**config.mk**
```make
export PLATFORM = sky130hd
export DESIGN_NAME = aavr_front
export DESIGN_NICKNAME = d
export VERILOG_FILES = /design/src/hw/rtl/aavr_pkg.sv /design/src/hw/rtl/aavr_front.sv
export SDC_FILE = /design/constraint.sdc
export NUM_CORES = 1
export LEC_CHECK = 0
export BUFFER_PORTS_ARGS = -buffer_cell sky130_fd_sc_hd__clkbuf_2
export CAP_MARGIN = 10
export CORE_ASPECT_RATIO = 0.75
export CORE_MARGIN = 4
export CORE_UTILIZATION = 51
export DETAILED_ROUTE_END_ITERATION = 6
export GPL_TIMING_DRIVEN = 0
export PLACE_DENSITY = 0.79
export SLEW_MARGIN = 25
export SYNTH_ARGS = -nofsm -noshare
export SYNTH_HDL_FRONTEND = slang
export SYNTH_SLANG_ARGS = --single-unit
```
**constraint.sdc**
```tcl
create_clock -name clk_i -period 6.4 [get_ports clk_i]
set_input_delay 0.32 -clock clk_i [delete_from_list [all_inputs] [get_ports clk_i]]
set_output_delay 0.32 -clock clk_i [all_outputs]
set_load 0.005 [all_outputs]
```
**src/hw/rtl/aavr_pkg.sv**
```systemverilog
package aavr_pkg;

  localparam int unsigned CordicSteps = 16;
  localparam int unsigned TableLen    = 24;
  localparam int unsigned UsedSteps   = (CordicSteps > TableLen) ? TableLen : CordicSteps;
  localparam int unsigned QueueDepth  = 4;
  localparam int unsigned QueueAw     = $clog2(QueueDepth);

  localparam logic [1:0] StatusOk   = 2'd0;
  localparam logic [1:0] StatusZero = 2'd1;
  localparam logic [1:0] StatusSat  = 2'd2;

  localparam logic signed [33:0] OneQ30  = 34'sd1073741824;
  localparam logic signed [33:0] CordicGain = 34'sd652032874;

  typedef struct packed {
    logic signed [31:0] vec_x;
    logic signed [31:0] vec_y;
    logic signed [31:0] vec_z;
    logic signed [31:0] axis_x;
    logic signed [31:0] axis_y;
    logic signed [31:0] axis_z;
    logic [15:0]        angle_phase;
    logic               zero_axis;
  } item_t;

  function automatic logic signed [33:0] atan_turn(input logic [4:0] idx);
    logic signed [33:0] r;
    case (idx)
      5'd0:  r = 34'sd536870912;
      5'd1:  r = 34'sd316933406;
      5'd2:  r = 34'sd167458907;
      5'd3:  r = 34'sd85004756;
      5'd4:  r = 34'sd42667331;
      5'd5:  r = 34'sd21354465;
      5'd6:  r = 34'sd10679838;
      5'd7:  r = 34'sd5340245;
      5'd8:  r = 34'sd2670163;
      5'd9:  r = 34'sd1335087;
      5'd10: r = 34'sd667544;
      5'd11: r = 34'sd333772;
      5'd12: r = 34'sd166886;
      5'd13: r = 34'sd83443;
      5'd14: r = 34'sd41722;
      5'd15: r = 34'sd20861;
      5'd16: r = 34'sd10430;
      5'd17: r = 34'sd5215;
      5'd18: r = 34'sd2608;
      5'd19: r = 34'sd1304;
      5'd20: r = 34'sd652;
      5'd21: r = 34'sd326;
      5'd22: r = 34'sd163;
      5'd23: r = 34'sd81;
      default: r = '0;
    endcase
    return r;
  endfunction

  // q30 product with round half up, floor shift
  function automatic logic signed [33:0] mul_q30(input logic signed [33:0] a,
                                                 input logic signed [33:0] b);
    logic signed [67:0] p;
    p = 68'(a) * 68'(b) + 68'sd536870912;
    return 34'(p >>> 30);
  endfunction

  function automatic logic signed [33:0] clamp_one(input logic signed [34:0] v);
    logic signed [33:0] r;
    if (v > 35'(OneQ30)) r = OneQ30;
    else if (v < -35'(OneQ30)) r = -OneQ30;
    else r = 34'(v);
    return r;
  endfunction

endpackage

```
**src/hw/rtl/aavr_front.sv**
```systemverilog
module aavr_front (
  input  logic                 clk_i,
  input  logic                 rst_ni,
  input  logic                 in_valid,
  output logic                 in_ready,
  input  logic signed [31:0]   vec_x_i,
  input  logic signed [31:0]   vec_y_i,
  input  logic signed [31:0]   vec_z_i,
  input  logic signed [31:0]   axis_x_i,
  input  logic signed [31:0]   axis_y_i,
  input  logic signed [31:0]   axis_z_i,
  input  logic [15:0]          angle_phase_i,
  output logic                 q_valid_o,
  input  logic                 q_ready_i,
  output aavr_pkg::item_t      q_item_o
);
  import aavr_pkg::*;

  item_t               mem_q [QueueDepth];
  logic [QueueAw-1:0]  wr_q, wr_d, rd_q, rd_d;
  logic [QueueAw:0]    cnt_q, cnt_d;
  logic                push, pop;
  item_t               in_item;

  always_comb begin
    in_item.vec_x       = vec_x_i;
    in_item.vec_y       = vec_y_i;
    in_item.vec_z       = vec_z_i;
    in_item.axis_x      = axis_x_i;
    in_item.axis_y      = axis_y_i;
    in_item.axis_z      = axis_z_i;
    in_item.angle_phase = angle_phase_i;
    in_item.zero_axis   = (axis_x_i == '0) && (axis_y_i == '0) && (axis_z_i == '0);
  end

  assign in_ready  = (cnt_q != (QueueAw+1)'(QueueDepth));
  assign q_valid_o = (cnt_q != '0);
  assign q_item_o  = mem_q[rd_q];
  assign push      = in_valid && in_ready;
  assign pop       = q_valid_o && q_ready_i;
  assign wr_d      = push ? wr_q + 1'b1 : wr_q;
  assign rd_d      = pop ? rd_q + 1'b1 : rd_q;
  assign cnt_d     = cnt_q + (QueueAw+1)'(push) - (QueueAw+1)'(pop);

  always_ff @(posedge clk_i) begin
    if (push) begin
      mem_q[wr_q] <= in_item;
    end
  end

  always_ff @(posedge clk_i or negedge rst_ni) begin
    if (!rst_ni) begin
      wr_q  <= '0;
      rd_q  <= '0;
      cnt_q <= '0;
    end else begin
      wr_q  <= wr_d;
      rd_q  <= rd_d;
      cnt_q <= cnt_d;
    end
  end

  a_cnt_bound: assert property (@(posedge clk_i) disable iff (!rst_ni)
    cnt_q <= (QueueAw+1)'(QueueDepth)) else $error("queue count overflow");
  a_full_no_push: assert property (@(posedge clk_i) disable iff (!rst_ni)
    (cnt_q == (QueueAw+1)'(QueueDepth)) |-> !push) else $error("push into full queue");
  a_cnt_track: assert property (@(posedge clk_i) disable iff (!rst_ni)
    (push && !pop) |=> (cnt_q == $past(cnt_q) + 1'b1)) else $error("count not tracking");

endmodule

```
# Word level (Yosys, flattened, before mapping)
# Memory sizes are Yosys's and may differ from the RTL's.
# Index checks and enable logic that the tools add are counted.
# classes
n_addsub	4
n_eq_ne	1
muxes	2
reduce_logical	8
# ops
cell	n
logical NOT 32 bit	3
adder 2 x 1 -> 2 bit (second input constant)	2
logical AND 1 bit	4
adder 3 x 1 -> 3 bit	1
!= test 3 bit (second input constant)	1
nonzero test 3 bit	1
subtractor 3 x 1 -> 3 bit	1
two-way mux 1 bit	2
# word_totals
register_bits	7
ram_bits	836
input_bits	212
word_cells	19
mem_count	1
# mem_list
name	depth	width	rd	rd_ports_with_merged_regs	write_ports	line	text
mem_q	4	209	1	0	1	aavr_front.sv:19	item_t mem_q [QueueDepth];

# Depth between registers and ports, before layout
# Gate-level depths: netlist of run 1.
# logic_depth
word_depth	4
ltp_mapped	11
ltp_nobuf	11

# Least setup slack after synthesis of run 1
# Ideal clock, no wire load.
# synth_path
path_kind	register to register
startpoint	reg cnt_q[1]
endpoint	mem mem_q[0][0] (netlist name) (enable)
setup_ns	0.597
t_arrival_ns	5.440
required_time_ns	5.803
path_slack_ns	0.363
path_stages_with_launch	4
path_cell_list	dfrtp_1 nor2_1 nand2_1 and3_1
# synth_between
elab_chain_cells	4
# synth_lines
item	line	text
start: declaration	aavr_front.sv:21	logic [QueueAw:0] cnt_q, cnt_d;
start signal: assignment	aavr_front.sv:59	cnt_q <= cnt_d;
!= test 3 bit	aavr_front.sv:36	assign in_ready = (cnt_q != (QueueAw+1)'(QueueDepth));
named net in_ready	aavr_front.sv:5	output logic in_ready,
logical AND 1 bit	aavr_front.sv:39	assign push = in_valid && in_ready;
two-way mux 1 bit	aavr_front.sv:46	if (push) begin
two-way mux 1 bit (not written as such)	aavr_front.sv:47	mem_q[wr_q] <= in_item;
end: declaration	aavr_front.sv:19	
# The timed path passes the listed nets, and every way through them passes these cells.

==> reports/summary.txt, run 1 <==
Post-Route WL -> 71.69 mm
Peak VDD IR -> 361.3 uV
Top cell type's share of synthesized area -> 81.84%
HPWL after DPL -> 43.47 mm
RePlAce Congestion -> 0.7603
DRC violations left -> 0
Storage cell area -> 25280 um^2
Final Setup Violations -> 0
TritonCTS buffer count -> 78
GRT Total Usage -> 22.50%
Htree depth -> 3
Chip width -> 291.2 um
WP data arrival -> 2.61 ns
Fin crit share -> 45.81%
Ys async rst share -> 0.8304%
Reg clk slew, reported paths -> 0.06 ns
GRT met1 Usage -> 29.43%
Top FF cell, synth -> edfxtp_1
Busiest grt layer -> met2
Post-synth EDFFs -> 836
Worst slew pin tran -> 0.8632 ns
Vias in the first global route -> 16720
Global-route wire length before repair -> 107.2 mm
Length in cells of the worst reg-to-reg path -> 6
Row count -> 77
Seq cells post-synth -> 843
Slew HR -> 42.45%
Largest buffer count on any clock path -> 3
Largest net degree at the start of global routing -> 44
CP Launch Type -> flop
Worst-path fanout max -> 10
Area occupied by multi-input gates -> 5156 um^2
Worst r2r src -> cnt_q[1]
Initial core utilization -> 51.77%
Worst hold path depth -> 1
Tot Pwr -> 17210 uW
Met3 Usage GRT -> 6.392%
Via-to-Cell Ratio -> 5.685
Core Util, Final -> 65.65%
P_leak -> 0.01341 uW
Final WS setup -> 3.468 ns
Max Cap Violations -> 0
Hold Path Class -> in -> reg
Worst Setup SP -> rd_q[0]
Fillers -> 3646
Fin. max-slew vios -> 0
Total number of vias -> 15600
Area growth syn-to-layout -> 26.81%
Routed Antenna Nets -> 0
Placeable Area -> 59250 um^2
Grt ovf -> 0
Setup Skew -> 0.03952 ns
Sequential fraction of the synthesis area -> 82.41%
Pwr dens -> 442.6 nW/um^2
Mapped Area -> 30670 um^2
Worst skew pair latency -> 0.62 ns
Post-CTS setup buffer count -> 0
WHS Endpoint -> mem_q[1][90]
CP Capture Type -> output pin
Flop2flop setup slack -> 3.90 ns
# IOs -> 423
Synth area leader -> edfxtp_1
Share of cells above drive strength 1 -> 41.05%
CP Data Required Time -> 6.08 ns
Setup Slack @ Placement -> 3.637 ns
Met2 usage -> 37.71%
Yosys warns -> 0
Chip Height -> 220.4 um
Most frequent cells in the layout -> edfxtp_1, clkbuf_2, mux4_2, dlygate4sd3_1, clkbuf_16
RSZ-0062 raised after global routing -> no
Syn nets -> 1379
Fin. Hold Viols -> 0
Status -> completed
Initial antenna violation count -> 5
Reg-to-Reg End -> mem_q[0][57]
Fin nets -> 2109
Fmax -> 341.0 MHz
CTS tree -> done
DP Area -> 34280 um^2
Tmin final -> 2.932 ns
Min Hold Slack -> 0.05499 ns
Iteration-0 DRC Markers -> 1275
WL per Instance -> 26.13 um
Worst hold start -> axis_x_i[9]
Avg Cell Area, Syn -> 26.44 um^2
Post-Syn Instances -> 1160
Pre-Repair DR Iteration Count -> 5
Clk root buf -> clkbuf_16
Clock tree sinks -> 843
Post-synth cell types -> 24
Full die area -> 64170 um^2
Main area contributors after synthesis -> edfxtp_1, mux4_2, dfrtp_1
IO Port Bufs -> 422
Design area -> 38900 um^2
Most common cell after layout, fill and taps aside -> edfxtp_1
Kind of critical path -> reg -> out
==> through the flow <==
stage	TNS (ns)	std cells
5_1_grt	0	2741
3_3_place_gp	-2704.04	2372
6_report	0	2744
3_5_place_dp	0	2392
2_1_floorplan	0	1160
4_1_cts	0	2739
==> final cells by class <==
cell class | count | share of cell area [%]
antenna | 5 | 0.03217
buffer | 47 | 0.6369
clock buffer | 90 | 5.243
clock inverter | 49 | 1.219
inverter | 6 | 0.05790
multi-input combinational | 264 | 13.26
sequential | 843 | 64.99
tap | 790 | 2.541
timing repair buffer | 650 | 12.02
==> worst max-delay path by stage <==
stage               slack (ns)       endpoint
floorplan                 0.36    mem_q[0][0]
global placement         -3.28   mem_q[0][67]
detailed placement        3.64    mem_q[0][0]
CTS                       3.35  q_item_o[113]
global route              3.28   q_item_o[10]
finish                    3.47  q_item_o[204]
==> synth_stat cells (2+ instances only) <==
master and count:
edfxtp_1 836, nand2_1 2, inv_1 6, buf_4 15
and3_1 4, buf_2 11, mux4_2 209, nand4_1 6
dfrtp_1 7, xnor2_1 4, buf_1 16, and2_1 2
nor4_1 23, ha_1 6, clkbuf_1 4
==> critical path, cell delays in order, from the launching register on <==
cell and delay, ns:
dfrtp_1 0.34, clkbuf_2 0.13, buf_2 0.41, buf_2 0.42, mux4_2 0.56, clkbuf_2 0.16
==> kinds of logic (layout without fill, tap and decap cells) <==
kind of cell | count (synthesis) | count (layout) | synth area share, %
DFF | 843 | 843 | 82.41
adders and majority gates | 7 | 7 | 0.3100
xor gates and xnor gates | 5 | 5 | 0.1428
buffers and inverters | 53 | 842 | 0.8811
other | 0 | 5 | 0
and+or+nand+nor | 42 | 42 | 0.8689
muxes | 210 | 210 | 15.38
==> sequential cells by signal (all words and copies together), names as in the netlist <==
register	cells
cnt_q	3
rd_q	2
mem_q	836
wr_q	2
==> power breakdown <==
part	internal (uW)	leakage, uW	switching (uW)
Combinational	2390	0.00444	2730
Sequential	7280	0.00774	259
Clock	2550	0.00122	2000
==> per-layer routing <==
metal,part of all wire [%],vias up,routed length [um]
li1,-,6562,-
met1,37,8142,26380
met2,51,759,36620
met3,9.5,134,6779
met4,2.6,4,1886
met5,0.038,-,27
==> what timing repair did <==
| item | 4_1_cts | 5_1_grt |
|---|---|---|
| setup endpoints to repair | 0 | 0 |
| hold buffers | 208 | 0 |
| gates resized for setup | 0 | 0 |
| endpoints found under the hold margin | 834 | 0 |
Note: power is estimated with default switching activity, not from simulation.
==> run 2, diff against run 1 <==
--- a/config.mk
+++ b/config.mk
@@ -5,14 +5,15 @@
 export SDC_FILE = /design/constraint.sdc
 export NUM_CORES = 1
 export LEC_CHECK = 0
+export ABC_AREA = 1
 export BUFFER_PORTS_ARGS = -buffer_cell sky130_fd_sc_hd__clkbuf_2
 export CAP_MARGIN = 10
 export CORE_ASPECT_RATIO = 0.75
 export CORE_MARGIN = 4
-export CORE_UTILIZATION = 51
+export CORE_UTILIZATION = 57
 export DETAILED_ROUTE_END_ITERATION = 6
 export GPL_TIMING_DRIVEN = 0
-export PLACE_DENSITY = 0.79
+export PLACE_DENSITY = 0.83
 export SLEW_MARGIN = 25
 export SYNTH_ARGS = -nofsm -noshare
 export SYNTH_HDL_FRONTEND = slang
==> constraint.sdc (replaced) <==
create_clock -name clk_i -period 2.7 [get_ports clk_i]
set_input_delay 0.135 -clock clk_i [delete_from_list [all_inputs] [get_ports clk_i]]
set_output_delay 0.135 -clock clk_i [all_outputs]
set_load 0.005 [all_outputs]
==> run 2 against run 1 <==
Design area rose by 4.0%. Critical path depth unchanged. Sequential share of layout area fell by 2.5 points. Die area is 7.4% lower. Clock power is 130% higher. Register-to-register slack lost 3.7 ns. Sequential power rose by 140%. First-iteration DRC count increased by 150%. Area after synthesis is 3.2% higher. Clock skew is 0.011 ns lower. Global-route usage is 8.2 points higher. Combinational power grew to 3.4 times the previous value. Critical path type unchanged.
==> reports/summary.txt, run 2 <==
Status -> completed
Net Sw Frac -> 36.60% (+7.6 points)
Peak VDD IR -> 720.7 uV (+99%)
Most common cell after layout, fill and taps aside -> edfxtp_1
Routed Antenna Nets -> 0 (unchanged)
TritonCTS buffer count -> 76 (-2.6%)
Worst slew pin tran -> 0.5721 ns (-0.2911 ns)
WL per Instance -> 25.08 um (-4.0%)
WP data arrival -> 2.55 ns (-0.06 ns)
Hold Path Class -> in -> reg
Logic gate share of total power -> 38.0% (+8.2 points)
Fin. max-slew vios -> 0 (unchanged)
Syn nets -> 2371 (+72%)
RSZ-0062 raised after global routing -> no
Largest net degree at the start of global routing -> 23 (-48%)
Met2 usage -> 51.17% (+13 points)
Worst-path fanout max -> 11 (+1)
GRT met1 Usage -> 40.12% (+11 points)
Internal -> 28910 uW (+140%)
Main area contributors after synthesis -> edfxtp_1, nor2_1, o22ai_1
Number of flip-flops under the largest register name -> 836 (unchanged)
Mapped Area -> 31660 um^2 (+3.2%)
Busiest grt layer -> met2
Post-Syn Instances -> 2152 (+86%)
Fillers -> 2996 (-18%)
CTS tree -> done
Most frequent cells in the layout -> edfxtp_1, nor2_1, clkbuf_2, o21ai_0, dlygate4sd3_1
WHS Endpoint -> mem_q[1][16]
Vias in the first global route -> 23150 (+38%)
CP Launch Type -> flop
Clock share of power -> 22.8% (-3.7 points)
Pwr dens -> 1127 nW/um^2 (+150%)
Synth area leader -> edfxtp_1
Worst skew pair latency -> 0.63 ns (about the same)
Switching power -> 16690 uW (+230%)
Ys async rst share -> 0.8304% (unchanged)
Top cell type's share of synthesized area -> 79.30% (-2.5 points)
Final Setup Violations -> 0 (unchanged)
Post-synth cell types -> 22 (-8.3%)
Post-synth EDFFs -> 836 (unchanged)
Worst hold path depth -> 2 (+1)
P_leak -> 0.01438 uW (+7.3%)
Reg-to-Reg End -> mem_q[3][105]
Largest Register -> mem_q
Setup Slack @ Placement -> -0.06288 ns (-3.700 ns)
DRC violations left -> 0 (unchanged)
Worst r2r src -> cnt_q[1]
Fin nets -> 3133 (+49%)
Grt ovf -> 0 (unchanged)
Share of cells above drive strength 1 -> 23.84% (-17 points)
CP Capture Type -> output pin
Tmin final -> 2.684 ns
Largest buffer count on any clock path -> 3 (unchanged)
Row count -> 74 (-3.9%)
Htree depth -> 3 (unchanged)
Placeable Area -> 54720 um^2 (-7.6%)
Global-route wire length before repair -> 137.6 mm (+28%)
Reg clk slew, reported paths -> 0.07 ns (about the same)
GRT Total Usage -> 30.72% (+8.2 points)
Top FF cell, synth -> edfxtp_1
Iteration-0 DRC Markers -> 3158 (+150%)
# IOs -> 423 (unchanged)
Initial antenna violation count -> 8 (+3)
Setup TNS -> 0 ns (unchanged)
Post-Route WL -> 92.94 mm (+30%)
Fin crit share -> 99.42%
Clk root buf -> clkbuf_16
Initial core utilization -> 57.85% (+6.1 points)
Largest regs -> mem_q (836), cnt_q (3)
RePlAce Congestion -> 0.8227 (+8.2%)
Fmax -> 372.5 MHz
Flop2flop setup slack -> 0.25 ns (-3.65 ns)
Sequential fraction of the synthesis area -> 79.85% (-2.6 points)
Max Cap Violations -> 0 (unchanged)
Via-to-Cell Ratio -> 6.195 (+9.0%)
Length in cells of the worst reg-to-reg path -> 9 (+3)
Most frequent cell after synthesis -> edfxtp_1
Commonest cells in the netlist -> edfxtp_1, nor2_1, o21ai_0
Yosys warns -> 0 (unchanged)
Slew HR -> 61.86% (+19 points)
Pre-Repair DR Iteration Count -> 6 (+1)
Fin. Hold Viols -> 0 (unchanged)
Area growth syn-to-layout -> 27.84%
IO Port Bufs -> 422 (unchanged)
Met3 Usage GRT -> 6.159% (-0.23 points)
Full die area -> 59410 um^2 (-7.4%)
Clock tree sinks -> 843 (unchanged)
Worst hold start -> angle_phase_i[15]
Total number of vias -> 22960 (+47%)
CP Data Required Time -> 2.57 ns (-3.51 ns)
Seq cells post-synth -> 843 (unchanged)
Final WS setup -> 0.01567 ns (-3.452 ns)
Setup Skew -> 0.02900 ns (-0.01052 ns)
Chip Height -> 212.1 um (-3.8%)
Avg Cell Area, Syn -> 14.71 um^2 (-44%)
HPWL after DPL -> 55.54 mm (+28%)
Kind of critical path -> reg -> out
Flop pwr share -> 39.2% (-4.6 points)
Chip width -> 280.1 um (-3.8%)
==> run 2: cell types whose count changed after synthesis, moves of 16 or more <==
cell      previous run  this run
buf_1               16         0
o21ai_1              0       201
clkbuf_1             4        42
nand2_1              2        25
nor2_1               1       488
o22ai_1              0       209
nor4_1              23         0
buf_6                0        25
buf_2               11        46
o21ai_0              0       217
mux4_2             209         0
==> run 2: final cells by class <==
cell class / count / area (um^2) / share of cell area [%]
antenna: 10 / 25.02 / 0.06184
clock inverter: 48 / 356.6 / 0.8812
multi-input combinational: 1157 / 5575 / 13.78
clock buffer: 90 / 1954 / 4.829
inverter: 14 / 55.05 / 0.1360
timing repair buffer: 684 / 5428 / 13.41
sequential: 843 / 25280 / 62.47
tap: 722 / 903.4 / 2.232
buffer: 138 / 890.9 / 2.201
==> run 2: worst max path at each step <==
stage	from	endpoint	slack (ns)
floorplan	cnt_q[1]	mem_q[0][0]	-1.46
global placement	cnt_q[1]	mem_q[0][109]	-3.76
detailed placement	wr_q[1]	mem_q[1][113]	-0.06
CTS	rd_q[1]	q_item_o[203]	0.005
global route	rd_q[0]	q_item_o[111]	0.001
finish	rd_q[1]	q_item_o[62]	0.02
==> run 2: routing by layer <==
metal	share of wire (%)	routed length, um
met1	36	33350
met2	49	45610
met3	10	9692
met4	4.6	4245
met5	0.043	40
==> run 2: per-stage QoR <==
stage | instances | total power, uW | instance area [um^2] | util, % | hold WS [ns]
2_1_floorplan | 2152 | 26260 | 31720 | - | -0.1606
3_3_place_gp | 3296 | 33050 | 34730 | 63.47 | -0.01649
3_5_place_dp | 3342 | 34290 | 35890 | 65.60 | -0.007289
4_1_cts | 3696 | 44850 | 40390 | 73.81 | 0.2298
5_1_grt | 3699 | 47330 | 40450 | 73.92 | 0.2536
6_report | 3706 | 45600 | 40470 | 73.96 | 0.2659
==> run 2: critical path, stage by stage (launching register included) <==
cell	delay (ns)
dfrtp_1	0.47
buf_2	0.42
clkbuf_2	0.33
o21ai_0	0.21
o22ai_4	0.32
clkbuf_2	0.18
==> run 2: power by group through the flow <==
| stage | registers (uW) | clock network (uW) | logic (uW) |
|---|---|---|---|
| after floorplan | 18100 | 0 | 8120 |
| after global placement | 18500 | 0 | 14600 |
| after detailed placement | 18000 | 0 | 16300 |
| after CTS | 17800 | 10300 | 16800 |
| after global routing | 18000 | 11000 | 18400 |
| final | 17900 | 10400 | 17300 |
==> run 2: cell families after synthesis <==
logic type,Yosys count,share of synthesized area (%)
fa+ha+maj,7,0.3004
xor+xnor,4,0.1107
flops,843,79.85
buf+inv,152,2.802
compound gates,628,10.75
simple gates,518,6.178
==> run 2: repair_timing <==
action                     4_1_cts  5_1_grt
buffers inserted                 4        0
setup endpoints to repair      192       82
hold buffers                   212        0
hold endpoints to repair       843        0
resized for setup               12       44
pin swaps                        3        0
==> run 3, diff against run 2 <==
--- a/config.mk
+++ b/config.mk
@@ -8,7 +8,7 @@
 export ABC_AREA = 1
 export BUFFER_PORTS_ARGS = -buffer_cell sky130_fd_sc_hd__clkbuf_2
 export CAP_MARGIN = 10
-export CORE_ASPECT_RATIO = 0.75
+export CORE_ASPECT_RATIO = 1.1
 export CORE_MARGIN = 4
 export CORE_UTILIZATION = 57
 export DETAILED_ROUTE_END_ITERATION = 6
==> run 3 against run 2 <==
Total power increased by 1.5%. Critical path depth increased by 1. Hold slack improved by 0.014 ns. Die area about the same. Clock-buffer cell count increased by 13. Critical endpoint is now q_item_o[46]. Flip-flop and latch count unchanged. Via count increased by 1.8%. First-iteration DRC count increased by 8.9%. Largest power group unchanged. Non-clock buffer count increased by 1. The flow now finishes with violations (setup timing). Design area increased by 0.29%.
==> reports/summary.txt, run 3 (synthesis gave the netlist of run 2 again) <==
Setup Skew -> 0.02952 ns (+0.0005233 ns)
# IOs -> 423 (unchanged)
Chip width -> 232.7 um (-17%)
Largest net degree at the start of global routing -> 23 (unchanged)
DRC violations left -> 0 (unchanged)
Fin. Hold Viols -> 0 (unchanged)
WL per Instance -> 25.86 um (+3.1%)
Placeable Area -> 54950 um^2 (+0.43%)
Worst-path fanout max -> 10 (-1)
Largest buffer count on any clock path -> 3 (unchanged)
CTS tree -> done
CP Data Required Time -> 2.57 ns (about the same)
Worst skew pair latency -> 0.62 ns (about the same)
Status -> finished, violations left
Max Cap Violations -> 0 (unchanged)
P_leak -> 0.01442 uW (+0.23%)
HPWL after DPL -> 56.37 mm (+1.5%)
Met3 Usage GRT -> 6.979% (+0.82 points)
Clk root buf -> clkbuf_16
GRT Total Usage -> 31.39% (+0.66 points)
Initial antenna violation count -> 10 (+2)
Initial core utilization -> 57.61% (-0.25 points)
Most frequent cells in the layout -> edfxtp_1, nor2_1, clkbuf_2, o21ai_0, dlygate4sd3_1
Via-to-Cell Ratio -> 6.276 (+1.3%)
CP Launch Type -> flop
Hold Path Class -> in -> reg
Final Setup Violations -> 1 (+1)
Largest regs -> mem_q (836), cnt_q (3)
Htree depth -> 3 (unchanged)
Final WS setup -> -0.01025 ns (-0.02592 ns)
Fin crit share -> 100.4% (+0.96 points)
Setup Slack @ Placement -> 0.08956 ns (+0.1524 ns)
Min Hold Slack -> 0.2796 ns (+0.01378 ns)
WP data arrival -> 2.58 ns (+0.03 ns)
Routed Antenna Nets -> 0 (unchanged)
Full die area -> 59380 um^2 (about the same)
Total number of vias -> 23380 (+1.8%)
Global-route wire length before repair -> 140.7 mm (+2.3%)
Row count -> 90 (+22%)
Pre-Repair DR Iteration Count -> 5 (-1)
Pwr dens -> 1140 nW/um^2 (+1.2%)
Reg clk slew, reported paths -> 0.07 ns (about the same)
Tmin final -> 2.710 ns (+0.02592 ns)
Core Util, Final -> 73.86% (-0.099 points)
Fmax -> 369.0 MHz (-0.96%)
Fin nets -> 3138 (+0.16%)
Worst path cell trace -> inv_2 -> buf_4 -> clkbuf_1 -> o21ai_1 -> o22ai_1 -> clkbuf_2
Crit path buf inv count -> 4 (+1)
CP Capture Type -> output pin
Clock tree sinks -> 843 (unchanged)
CP top delay family -> buffers and inverters
Fin. max-slew vios -> 0 (unchanged)
IO Port Bufs -> 422 (unchanged)
Busiest grt layer -> met2
GRT met1 Usage -> 37.34% (-2.8 points)
Worst slew pin tran -> 0.5676 ns (-0.004570 ns)
RePlAce Congestion -> 0.8389 (+2.0%)
Fillers -> 3005 (+0.30%)
Number of flip-flops under the largest register name -> 836 (unchanged)
Worst path max stage delay -> 0.46 ns (about the same)
Slew HR -> 62.16% (+0.30 points)
Kind of critical path -> reg -> out
Chip Height -> 255.2 um (+20%)
Share of cells above drive strength 1 -> 23.59% (-0.25 points)
Cell at the slowest stage of the critical path -> clkbuf_1
Iteration-0 DRC Markers -> 3440 (+8.9%)
Peak VDD IR -> 928.9 uV (+29%)
Largest Register -> mem_q
Most common cell after layout, fill and taps aside -> edfxtp_1
Failing checks -> setup timing
Area growth syn-to-layout -> 28.21%
Post-Route WL -> 96.36 mm (+3.7%)
Grt ovf -> 0 (unchanged)
Met2 usage -> 54.02% (+2.8 points)
Vias in the first global route -> 23300 (+0.64%)
TritonCTS buffer count -> 80 (+5.3%)
run 3: repair_timing:
action                                  in CTS  in global routing
endpoints found under the hold margin      843                  0
buffers inserted                             0                  4
hold buffers                               212                  0
endpoints found under the setup margin     109                107
cloned                                       0                  0
pin swaps                                    0                  2
resized for setup                            7                 30
run 3: power by group:
| group | internal (uW) | switching (uW) | total [uW] |
|---|---|---|---|
| sequential | 17200 | 710 | 17900 |
| clock | 6070 | 4850 | 10900 |
| combinational | 6070 | 11400 | 17400 |
| total | 29300 | 16900 | 46300 |
run 3: path summary, 6_finish.rpt:
kind | slack [ns] | depth (start not counted) | to | startpoint
worst max-delay path | -0.01 | 6 | q_item_o[46] | rd_q[1]
worst min register to register | 0.60 | 1 | cnt_q[0] | cnt_q[0]
worst min-delay path | 0.28 | 2 | mem_q[2][174] | vec_y_i[29]
max in group asynchronous | 1.80 | 3 | rd_q[0] | rst_ni
worst max register to register | 0.06 | 10 | mem_q[1][115] | wr_q[1]
min in group asynchronous | 0.57 | 3 | cnt_q[2] | rst_ni
run 3: cell type report:
class                      instances  area [um^2]  area share (%)
timing repair buffer             685         5423           13.36
sequential                       843        25280           62.29
tap                              736        920.9           2.269
multi-input combinational       1157         5549           13.67
clock buffer                     103         2131           5.250
clock inverter                    40        334.1          0.8231
buffer                           138        868.3           2.139
inverter                          14        55.05          0.1356
antenna                           10        25.02         0.06166
run 3: worst reg2reg max path, delay by kind of cell (launching register included):
kind	cells	cell delay, ns
and+or+nand+nor	1	0.32
buffers and inverters	8	1.40
adders and majority gates	1	0.16
DFF	1	0.44
run 3: through the flow:
stage	total power (uW)	cells	instance area (um^2)	setup TNS, ns
after floorplan	26260	2152	31720	-1215.95
after global placement	33070	3310	34750	-3091.74
after detailed placement	34280	3357	35910	0
after CTS	45230	3712	40510	0
after global routing	47940	3723	40580	-0.04814
final	46270	3726	40590	-0.01025
run 3: layer usage:
metal	wire [um]	up-vias
met5	13	-
met4	6049	2
met3	10700	429
met2	48620	1959
met1	30970	11310
li1	-	9681
